$ cat config.mk
export PLATFORM = sky130hd
export DESIGN_NAME = fm_chip_timer_status_block_top
export DESIGN_NICKNAME = d
export VERILOG_FILES = /design/src/design/fmt_pkg.sv /design/src/design/fmt_core.sv /design/src/design/fm_chip_timer_status_block_top.sv
export SDC_FILE = /design/constraint.sdc
export NUM_CORES = 1
export LEC_CHECK = 0
export BUFFER_PORTS_ARGS = -buffer_cell sky130_fd_sc_hd__buf_2
export CAP_MARGIN = 20
export CELL_PAD_IN_SITES_DETAIL_PLACEMENT = 0
export CELL_PAD_IN_SITES_GLOBAL_PLACEMENT = 1
export CORE_UTILIZATION = 41
export CTS_CLUSTER_SIZE = 30
export DETAILED_ROUTE_END_ITERATION = 8
export HOLD_SLACK_MARGIN = 0.12
export MAX_ROUTING_LAYER = met4
export PLACE_DENSITY_LB_ADDON = 0.1
export SLEW_MARGIN = 40
export SYNTH_ARGS = -nofsm -noshare
export SYNTH_HDL_FRONTEND = slang
export SYNTH_SLANG_ARGS = --single-unit
$ cat constraint.sdc
create_clock -name clk -period 1.7 [get_ports clk]
set_input_delay 0.085 -clock clk [delete_from_list [all_inputs] [get_ports clk]]
set_output_delay 0.085 -clock clk [all_outputs]
set_load 0.005 [all_outputs]
$ cat src/design/fmt_pkg.sv
// shared types and constants for the fm timer and status block
`default_nettype none
package fmt_pkg;

  typedef enum logic [1:0] {
    CMD_ADDR = 2'd0,
    CMD_DATA = 2'd1,
    CMD_READ = 2'd2,
    CMD_TICK = 2'd3
  } cmd_t;

  typedef enum logic [1:0] {
    FWD_NONE = 2'd0,
    FWD_ADDR = 2'd1,
    FWD_DATA = 2'd2
  } fwd_kind_t;

  localparam logic [7:0] ADDR_T1_RELOAD = 8'd2;
  localparam logic [7:0] ADDR_T2_RELOAD = 8'd3;
  localparam logic [7:0] ADDR_TCTRL     = 8'd4;

  localparam logic [7:0] FLAG_IRQ    = 8'h80;
  localparam logic [7:0] FLAG_T1     = 8'h40;
  localparam logic [7:0] FLAG_T2     = 8'h20;
  localparam logic [7:0] FLAG_TMASK  = 8'h60;
  localparam logic [7:0] FLAG_OTHERS = 8'h7f;

  localparam logic [8:0] RELOAD_BASE = 9'd256;

  typedef struct packed {
    logic [7:0] status_out;
    logic       irq;
    fwd_kind_t  forward_kind;
    logic [7:0] forward_value;
  } result_t;

endpackage
`default_nettype wire

$ cat src/design/fmt_core.sv
// timer, status and register state with the per-transaction update logic
`default_nettype none
module fmt_core (
  input  wire logic           clk,
  input  wire logic           rst_n,
  input  wire logic           accept,
  input  wire fmt_pkg::cmd_t  command,
  input  wire logic [7:0]     data,
  output fmt_pkg::result_t    res
);
  import fmt_pkg::*;

  logic [7:0]  sel_addr_r, sel_addr_nxt;
  logic [7:0]  flags_r, flags_nxt;
  logic [7:0]  ctrl_r, ctrl_nxt;
  logic [8:0]  t1_reload_r, t1_reload_nxt;
  logic [8:0]  t2_reload_r, t2_reload_nxt;
  logic [10:0] t1_count_r, t1_count_nxt;
  logic [12:0] t2_count_r, t2_count_nxt;
  logic        t1_run_r, t1_run_nxt;
  logic        t2_run_r, t2_run_nxt;
  logic [8:0]  new_reload;

  assign new_reload = RELOAD_BASE - {1'b0, data};

  always_comb begin
    sel_addr_nxt  = sel_addr_r;
    flags_nxt     = flags_r;
    ctrl_nxt      = ctrl_r;
    t1_reload_nxt = t1_reload_r;
    t2_reload_nxt = t2_reload_r;
    t1_count_nxt  = t1_count_r;
    t2_count_nxt  = t2_count_r;
    t1_run_nxt    = t1_run_r;
    t2_run_nxt    = t2_run_r;
    res.status_out    = 8'd0;
    res.forward_kind  = FWD_NONE;
    res.forward_value = 8'd0;
    case (command)
      CMD_ADDR: begin
        sel_addr_nxt = data;
        if (!(data inside {[ADDR_T1_RELOAD:ADDR_TCTRL]})) begin
          res.forward_kind  = FWD_ADDR;
          res.forward_value = data;
        end
      end
      CMD_DATA: begin
        if (sel_addr_r == ADDR_T1_RELOAD) begin
          t1_reload_nxt = new_reload;
        end else if (sel_addr_r == ADDR_T2_RELOAD) begin
          t2_reload_nxt = new_reload;
        end else if (sel_addr_r == ADDR_TCTRL) begin
          if (data[7]) begin
            flags_nxt = 8'd0;
          end else begin
            ctrl_nxt = data;
            if (data[0]) begin
              if (!t1_run_r) begin
                t1_count_nxt = {t1_reload_r, 2'b00};
                t1_run_nxt   = 1'b1;
              end
            end else begin
              t1_run_nxt = 1'b0;
            end
            if (data[1]) begin
              if (!t2_run_r) begin
                t2_count_nxt = {t2_reload_r, 4'b0000};
                t2_run_nxt   = 1'b1;
              end
            end else begin
              t2_run_nxt = 1'b0;
            end
            flags_nxt = flags_r & ~(data & FLAG_TMASK);
            if ((flags_nxt & FLAG_OTHERS) == 8'd0) begin
              flags_nxt = flags_nxt & FLAG_OTHERS;
            end
          end
        end else begin
          res.forward_kind  = FWD_DATA;
          res.forward_value = data;
        end
      end
      CMD_READ: begin
        res.status_out = flags_r & ~(ctrl_r & FLAG_TMASK);
      end
      CMD_TICK: begin
        if (t1_run_r) begin
          if (t1_count_r <= 11'd1) begin
            if ((ctrl_r & FLAG_T1) == 8'd0) begin
              flags_nxt = flags_nxt | FLAG_IRQ | FLAG_T1;
            end
            t1_count_nxt = {t1_reload_r, 2'b00};
          end else begin
            t1_count_nxt = t1_count_r - 11'd1;
          end
        end
        if (t2_run_r) begin
          if (t2_count_r <= 13'd1) begin
            if ((ctrl_r & FLAG_T2) == 8'd0) begin
              flags_nxt = flags_nxt | FLAG_IRQ | FLAG_T2;
            end
            t2_count_nxt = {t2_reload_r, 4'b0000};
          end else begin
            t2_count_nxt = t2_count_r - 13'd1;
          end
        end
      end
      default: begin
        sel_addr_nxt = sel_addr_r;
      end
    endcase
    res.irq = flags_nxt[7];
  end

  always_ff @(posedge clk) begin
    if (!rst_n) begin
      sel_addr_r  <= 8'd0;
      flags_r     <= 8'd0;
      ctrl_r      <= 8'd0;
      t1_reload_r <= RELOAD_BASE;
      t2_reload_r <= RELOAD_BASE;
      t1_count_r  <= 11'd0;
      t2_count_r  <= 13'd0;
      t1_run_r    <= 1'b0;
      t2_run_r    <= 1'b0;
    end else if (accept) begin
      sel_addr_r  <= sel_addr_nxt;
      flags_r     <= flags_nxt;
      ctrl_r      <= ctrl_nxt;
      t1_reload_r <= t1_reload_nxt;
      t2_reload_r <= t2_reload_nxt;
      t1_count_r  <= t1_count_nxt;
      t2_count_r  <= t2_count_nxt;
      t1_run_r    <= t1_run_nxt;
      t2_run_r    <= t2_run_nxt;
    end
  end

endmodule
`default_nettype wire

$ cat src/design/fm_chip_timer_status_block_top.sv
// top level of the fm timer and status block with the result register
`default_nettype none
// Takes one transaction per clock: address write, data write, status read or
// one timer-base tick. Each accepted transaction updates the timer and status
// registers in the same cycle and yields exactly one result, held in a single
// output register and shown on the following cycle. While that register is
// full and stalled, in_stall is raised; otherwise a new transaction enters
// every cycle, so sustained throughput is one transaction per clock.
module fm_chip_timer_status_block_top (
  input  wire logic       clk,
  input  wire logic       rst_n,
  input  wire logic       in_valid,
  output logic            in_stall,
  input  wire logic [1:0] in_command,
  input  wire logic [7:0] in_data,
  output logic            out_valid,
  input  wire logic       out_stall,
  output logic [7:0]      out_status_out,
  output logic            out_irq,
  output logic [1:0]      out_forward_kind,
  output logic [7:0]      out_forward_value
);
  import fmt_pkg::*;

  logic    out_valid_r, out_valid_nxt;
  result_t result_r;
  result_t core_res;
  logic    in_accept;

  assign in_stall  = out_valid_r && out_stall;
  assign in_accept = in_valid && !in_stall;

  fmt_core u_core (
    .clk     (clk),
    .rst_n   (rst_n),
    .accept  (in_accept),
    .command (cmd_t'(in_command)),
    .data    (in_data),
    .res     (core_res)
  );

  always_comb begin
    out_valid_nxt = out_valid_r;
    if (in_accept) begin
      out_valid_nxt = 1'b1;
    end else if (!out_stall) begin
      out_valid_nxt = 1'b0;
    end
  end

  always_ff @(posedge clk) begin
    if (!rst_n) begin
      out_valid_r <= 1'b0;
    end else begin
      out_valid_r <= out_valid_nxt;
    end
  end

  always_ff @(posedge clk) begin
    if (in_accept) begin
      result_r <= core_res;
    end
  end

  assign out_valid         = out_valid_r;
  assign out_status_out    = result_r.status_out;
  assign out_irq           = result_r.irq;
  assign out_forward_kind  = result_r.forward_kind;
  assign out_forward_value = result_r.forward_value;

endmodule
`default_nettype wire

* Word-level counts from Yosys, hierarchy flattened
Cells that the tools add are included.
Cells by class: $add $sub $neg 3, $mul 0, div/mod/pow operators 0, $lt $le $gt $ge 4, equal/unequal tests 17, shift operators 0, mux-type cells 39, bitwise logic cells 7, reduce and logical (&&, ||, !) cells 16
Operators by type and width (number):
- 2-to-1 mux 13 bit | 8
- 2-to-1 mux 11 bit | 8
- 2-to-1 mux 8 bit | 11
- 2-to-1 mux 10 bit | 3
- case mux 13 bit (2 select lines) | 1
- logical NOT 8 bit | 3
- case mux 11 bit (2 select lines) | 1
- case mux 10 bit (2 select lines) | 1
- AND reduction 9 bit | 2
- bitwise AND 8 bit | 2
- == test 8 x 2 -> 1 bit (second input constant) | 2
- NOT 7 -> 8 bit | 2
- case mux 8 bit (2 select lines) | 1
- != test 2 bit (second input constant) | 7
- less-or-equal comparator 13 x 1 -> 1 bit (second input constant) | 1
- subtractor 13 x 1 -> 13 bit (second input constant) | 1
- less-or-equal comparator 11 x 1 -> 1 bit (second input constant) | 1
- subtractor 11 x 1 -> 11 bit (second input constant) | 1
- 2-to-1 mux 9 bit | 1
- subtractor 9 x 8 -> 9 bit (first input constant) | 1
- == test 8 x 3 -> 1 bit (second input constant) | 1
- >= comparator 8 x 2 -> 1 bit (second input constant) | 1
- less-or-equal comparator 8 x 3 -> 1 bit (second input constant) | 1
- != test 2 x 1 -> 1 bit (second input constant) | 4
- 13 further kinds | 21
Storage, ports and cells: register bits after elaboration 87, latch bits 0, memory bits (writable) 0, memory bits (read-only) 0, output and inout port bits 21, memories kept 0

* Depth between registers and ports, before layout
Gate-level depths: netlist of run 1.
depth in word-level cells 9, depth in mapped cells 8, depth with buffers taken out 7

* Hierarchy
From an unflattened synthesis of run 1, not the netlist that was laid out.
Unflattened totals: cells, all modules 426, area total of the unflattened synthesis 3862.5 µm²
Modules (own cells, without submodules):
- fmt_core | times used 1, cells an instance 403, area each 3249.4 µm², seq. area each 1141.1 µm²
- fm_chip_timer_status_block_top | times used 1, cells an instance 23, area each 613.1 µm², seq. area each 590.6 µm²

* Worst setup path before layout of run 1
OpenSTA, ideal clock, no wires.
path kind register -> register, from register u_core.t1_count_r[0], to register u_core.t1_count_r[10], arrival 1.783 ns, setup slack -0.162 ns, stages on the path, launching flop included 9, clock period less this slack 1.862 ns, path through dfxtp_1 > inv_1 > ha_1 > or3b_1 > clkbuf_1 > or4_4 > nand2_1 > a21oi_1 > a211oi_2
On the way: longest elaborated chain between the ends 4, elaborated cells between the ends (all ways) 5, classes of those cells add/sub: 1; order compare: 1; mux: 3
RTL lines:
- start: declaration | line fmt_core.sv:18 | logic [10:0] t1_count_r, t1_count_nxt;
- start signal: assignment | line fmt_core.sv:132 | t1_count_r <= t1_count_nxt;
- subtractor 11 x 1 -> 11 bit / less-or-equal comparator 11 x 1 -> 1 bit (equally long branches) | line fmt_core.sv:94, fmt_core.sv:88
- 2-to-1 mux 11 bit (*) | line fmt_core.sv:88 | if (t1_count_r <= 11'd1) begin
- 2-to-1 mux 11 bit (*) | line fmt_core.sv:87 | if (t1_run_r) begin
- case mux 11 bit (2 select lines) (*) | line fmt_core.sv:39 | case (command)
Mark *: on every way between the ends. The rest lies on a longest branch, timed or not. The select of a mux whose other input is x is not followed. A chain may end at the register's enable or synchronous reset.

* Worst setup path in the final report of run 1
from register u_core.t1_count_r[1], to register u_core.t1_count_r[10]
Same word-level chain as after synthesis.

==> results of run 1 <==
[path summary, 6_finish.rpt]
kind	end	slack (ps)	depth (start not counted)
setup reg to reg	u_core.t1_count_r[10]$_SDFFE_PN0P_	-90	8
hold reg to reg	u_core.sel_addr_r[6]$_SDFFE_PN0P_	490	2
setup / recovery	u_core.t1_count_r[10]$_SDFFE_PN0P_	-90	8
hold / removal	u_core.ctrl_r[6]$_SDFFE_PN0P_	140	3
[where the power goes]
| part | internal (mW) | switching, mW |
|---|---|---|
| combinational | 0.281 | 0.315 |
| clock | 0.704 | 0.695 |
| sequential | 1.78 | 0.0232 |
[repair_timing]
item	4_1_cts	5_1_grt
endpoints found under the setup margin	36	58
cloned	0	2
resized for setup	33	54
buffers inserted	6	8
hold endpoints to repair	7	0
pin swaps	4	19
hold buffers	9	0
[registers in the layout (all words and copies together) (netlist names)]
register	cells
out_forward_kind	2
out_forward_value	8
out_irq	1
out_status_out	3
out_valid	1
u_core.ctrl_r	4
u_core.flags_r	3
u_core.sel_addr_r	8
u_core.t1_count_r	11
u_core.t1_reload_r	9
u_core.t2_count_r	13
u_core.t2_reload_r	9
[worst register-to-register path: stages (launching register included)]
cell and delay, ps:
dfxtp_2 340, inv_2 60, buf_6 90, ha_4 120, or3b_4 380, or4_4 450
nand2_2 90, a21oi_2 60, a211oi_2 120
[routing by layer]
metal	vias to the layer above	part of all wire
met5	-	0
met4	0	0.014
met3	14	0.024
met2	46	0.47
met1	1702	0.50
li1	1776	-
[final cells by class]
| class | count | area, µm² | area share |
|---|---|---|---|
| clock buffer | 12 | 178 | 0.0324 |
| multi-input combinational | 317 | 2440 | 0.444 |
| sequential | 72 | 1600 | 0.291 |
| tap | 129 | 161 | 0.0294 |
| timing repair buffer | 133 | 1040 | 0.190 |
| clock inverter | 4 | 23.8 | 0.00433 |
| inverter | 12 | 47.5 | 0.00866 |
[cell families (layout without fill, tap and decap cells)]
group	Yosys count	after routing	synth area share
DFF	72	72	0.403
xor gates and xnor gates	6	6	0.0134
buffers and inverters	42	161	0.0549
and+or+nand+nor	173	173	0.249
adders and majority gates	6	6	0.0191
AOI/OAI and AO/OA	94	94	0.173
other	1	5	0.000956
muxes	33	33	0.0858
[cells in the final DEF (no fill, tap or decap), drive strengths merged, types with 3 or more instances in the layout]
| master | instances |
|---|---|
| o21a | 7 |
| nand3 | 12 |
| inv | 12 |
| or2 | 3 |
| buf | 123 |
| nand4 | 7 |
| edfxtp | 14 |
| nand2b | 7 |
| or3 | 3 |
| ha | 6 |
| conb | 5 |
| a211oi | 8 |
| nor4b | 6 |
| a21boi | 3 |
| or4 | 3 |
| a21oi | 25 |
| xnor2 | 5 |
| nor3b | 3 |
| o211ai | 3 |
| clkinv | 4 |
| o22ai | 5 |
| o31ai | 6 |
| dlygate4sd3 | 9 |
| o21ai | 18 |
| and2 | 12 |
| nor3 | 11 |
| mux2i | 28 |
| clkbuf | 13 |
| dfxtp | 58 |
| mux2 | 5 |
| o31a | 3 |
| nor2b | 5 |
| nor4 | 8 |
| nor2 | 41 |
| nand2 | 42 |
[through the flow]
stage	setup WS [ps]	utilization	setup TNS, ps	area [µm²]
floorplan	-52.7	-	-160	3970
global placement	-122	0.512	-2570	4730
detailed placement	-155	0.512	-3320	4730
CTS	-73.5	0.564	-942	5220
global route	-180	0.594	-3090	5490
finish	-88.8	0.594	-568	5490
==> results_dict.tcl, run 1 <==
set metrics [dict create \
    setup.worst_path.class "register to register" \
    finalCritPeriodShare 1.05 \
    synthTopCellsByArea "dfxtp_1, edfxtp_1, mux2i_1, nand2_1, nor2_1" \
    synth.avg_cell_area_um2 9.18 \
    synth-main-ff-cell "dfxtp_1" \
    cts_root_buf "clkbuf_8" \
    slowest_stage "or4_4" \
    peakVddDrop_mv 0.367 \
    p_per_area_nw_per_um2 692 \
    synth_sequential_area_ratio 0.403 \
    drv_cap 0 \
    top_usage_layer "met2" \
    grt.overflow.total 0 \
    grt_max_degree 31 \
    crit_required_ps 1980 \
    std_cell_rows 35 \
    wl_mm 10.9 \
    die_y_um 99.8 \
    tritoncts "yes" \
    cp_max_fo 3 \
    yosysTopAreaCell "dfxtp_1" \
    yosysTopAreaCellShare 0.296 \
    cts_sinks 72 \
    hp-class "input pin to register" \
    synth_common_cells "dfxtp_1, nand2_1, nor2_1, mux2i_1, a21oi_1" \
    grt_use_met3 0.0299 \
    initial_utilization 0.424 \
    ys_seq_elements 72 \
    outcome "finished, violations left" \
    synthDistinctLibCells 74 \
    placed_cells 638 \
    arrival_ps 2060 \
    async_flop_share 0 \
    grtUsageTotal 0.238 \
    port_buffers 29 \
    drc 0 \
    cp_top_family "simple AND/OR/NAND/NOR gates" \
    synth-edff-count 14 \
    dr.pass1.iters 4 \
    critPathCaptureType "register" \
    use_met2 0.366 \
    layout-drive-gt1-share 0.409 \
    drv_slew 0 \
    worstSkewPairLatency_ps 360 \
    min_from "rst_n" \
    antenna_cells 0 \
    worstReg2RegStart "u_core.t1_count_r[1]$_SDFFE_PN0P_" \
    violations "setup timing" \
    critPathMaxStageDelay_ps 450 \
    cts_max_level 3 \
    setup_slack_ps -88.8 \
    fp.coreArea_um2 9240 \
    postSynthCellCount 427 \
    drtIter0Drc 136 \
    cts_buffers 9 \
    synth_most_common_cell "dfxtp_1" \
    area_growth_pct 40.0 \
    crit_path_cell_trace "inv_2 > buf_6 > ha_4 > or3b_4 > or4_4 > nand2_2 > a21oi_2 > a211oi_2" \
    finClkSkew_ps 10.3 \
    setup_violations 14 \
    finalHoldViolCount 0 \
    cts_buffer_depth 2 \
    p_leak_nw 2.25 \
    grt_util_met1 0.321 \
    cp-startpoint "u_core.t1_count_r[1]$_SDFFE_PN0P_" \
    routed_via_density 5.21 \
    gp_congestion 0.821 \
    grt_antenna_before_repair 0 \
    hold_ws_ps 141 \
    clkTransAtPathRegs_ps 90 \
    min_period_ps 1790 \
    fmax_mhz 559 \
    synth_area_um2 3920 \
    routedWlPerCell_um 16.1 \
    fin_nets 565 \
    grt_pass1_vias 3443 \
    worst-path-buf-inv 2 \
    final_cells 679 \
    rsz0062_at_grt "yes" \
    startpoint_type "register" \
    postRouteAntennaNets 0 \
    die_x_um 99.8 \
    dieArea_um2 9960 \
    num-fill-cells 813 \
    ys_warn_count 0 \
    place_hpwl_mm 7.62 \
    power_mw 3.80 \
    num_vias 3538 \
    pin_count 35 \
    grt_pass1_wl_mm 17.7 \
]
Power figures use the tool's default switching activity.
==> run 2, diff against run 1 <==
- RECOVER_POWER: default -> 25
==> results_dict.tcl, run 2 (synthesized netlist as in run 1, its figures left out) <==
set metrics [dict create \
    layout-drive-gt1-share 0.402 \
    cts_root_buf "clkbuf_8" \
    cts_sinks 72 \
    drv_cap 0 \
    peakVddDrop_mv 0.367 \
    hp-class "input pin to register" \
    largestRegisters "u_core.t2_count_r (13), u_core.t1_count_r (11)" \
    violations "setup timing" \
    port_buffers 29 \
    hold_ws_ps 141 \
    pre_cts_ws_ps -155 \
    drv_slew 0 \
    num-fill-cells 813 \
    routedWlPerCell_um 16.0 \
    std_cell_rows 35 \
    worstSkewPairLatency_ps 350 \
    place_hpwl_mm 7.62 \
    fmax_mhz 559 \
    grt_pass1_wl_mm 17.7 \
    p_per_area_nw_per_um2 691 \
    rsz0062_at_grt "yes" \
    crit_required_ps 1970 \
    min_period_ps 1790 \
    drtIter0Drc 151 \
    cts_max_level 3 \
    fp.coreArea_um2 9240 \
    layout_common_cells "buf_4, dfxtp_1, nor2_1, nand2_1, mux2i_1" \
    startpoint_type "register" \
    largest_reg_flops 13 \
    pin_count 35 \
    seqCellArea_um2 1600 \
    finClkSkew_ps 9.35 \
    initial_utilization 0.424 \
    critPathCaptureType "register" \
    area_growth_pct 39.9 \
    cp_max_fo 3 \
    final_common_cell "buf_4" \
    cts_buffer_depth 2 \
    clkTransAtPathRegs_ps 80 \
    p_leak_nw 2.24 \
    fin_nets 565 \
    grt_max_degree 31 \
    die_y_um 99.8 \
    grt_pass1_vias 3443 \
    registers.top_by_ff_count "u_core.t2_count_r" \
    drc 0 \
    grt_antenna_before_repair 0 \
    finalCritPeriodShare 1.05 \
    dieArea_um2 9960 \
    antenna_cells 0 \
    tritoncts "yes" \
    setup.worst_path.class "register to register" \
    grtUsageTotal 0.238 \
    arrival_ps 2060 \
    gp_congestion 0.821 \
    postRouteAntennaNets 0 \
    die_x_um 99.8 \
    finalHoldViolCount 0 \
    multi_input_area_um2 2440 \
    setup_slack_ps -87.7 \
    wl_mm 10.9 \
    cts_buffers 9 \
    routed_via_density 5.23 \
    grt.overflow.total 0 \
    setup_violations 13 \
    dr.pass1.iters 4 \
    outcome "finished, violations left" \
    num_vias 3548 \
]
## run 2: cell types whose count changed in the layout (fill, tap and decap cells not counted)
cell,before,now
buf_2,29,25
clkbuf_1,1,5
## run 2: final timing paths
kind	from	end	slack, ps	depth (start not counted)
worst max-delay path	u_core.t1_count_r[1]$_SDFFE_PN0P_	u_core.t1_count_r[10]$_SDFFE_PN0P_	-90	8
worst min-delay path	rst_n	u_core.ctrl_r[6]$_SDFFE_PN0P_	140	3
worst max register to register	u_core.t1_count_r[1]$_SDFFE_PN0P_	u_core.t1_count_r[10]$_SDFFE_PN0P_	-90	8
worst min register to register	u_core.sel_addr_r[6]$_SDFFE_PN0P_	u_core.sel_addr_r[6]$_SDFFE_PN0P_	490	2
## run 2: what timing repair did
item	4_1_cts	5_1_grt
buffers inserted	6	8
cloned	0	2
endpoints found under the hold margin	7	0
hold buffers	9	0
gates resized for setup	33	54
pin swaps	4	19
endpoints found under the setup margin	36	58
## run 2: final cells by class
type,instances,share of cell area
Multi-Input combinational cell,317,0.445
Sequential cell,72,0.292
Timing Repair Buffer,133,0.189
Clock buffer,12,0.0324
Tap cell,129,0.0294
Inverter,12,0.00867
Clock inverter,4,0.00433
## run 2: metrics by stage
step	setup TNS [ps]	util	total power, mW	cell area, µm²	cells
3_3_place_gp	-2570	0.512	2.34	4730	638
2_1_floorplan	-160	-	2.12	3970	431
5_1_grt	-3090	0.594	3.95	5480	679
3_5_place_dp	-3320	0.512	2.34	4730	638
6_report	-516	0.594	3.79	5480	679
4_1_cts	-942	0.564	3.78	5220	669
## run 2: critical path: stages, from the launching register on
cell,delay (ps)
dfxtp_2,340
inv_2,60
buf_6,90
ha_4,110
or3b_4,380
or4_4,450
nand2_2,80
a21oi_2,60
a211oi_2,120
## run 2: metal layers
| layer | global-route usage | up-vias | wire length (µm) |
|---|---|---|---|
| li1 | - | 1775 | - |
| met1 | 0.321 | 1705 | 5360 |
| met2 | 0.366 | 59 | 5070 |
| met3 | 0.0299 | 9 | 352 |
| met4 | 0.0871 | 0 | 104 |
| met5 | - | - | 0 |
## run 2: power breakdown
group	switching [mW]	internal [mW]	total, mW	leakage (nW)
sequential	0.0233	1.78	1.80	0.615
combinational	0.315	0.279	0.594	1.52
clock	0.689	0.704	1.39	0.106
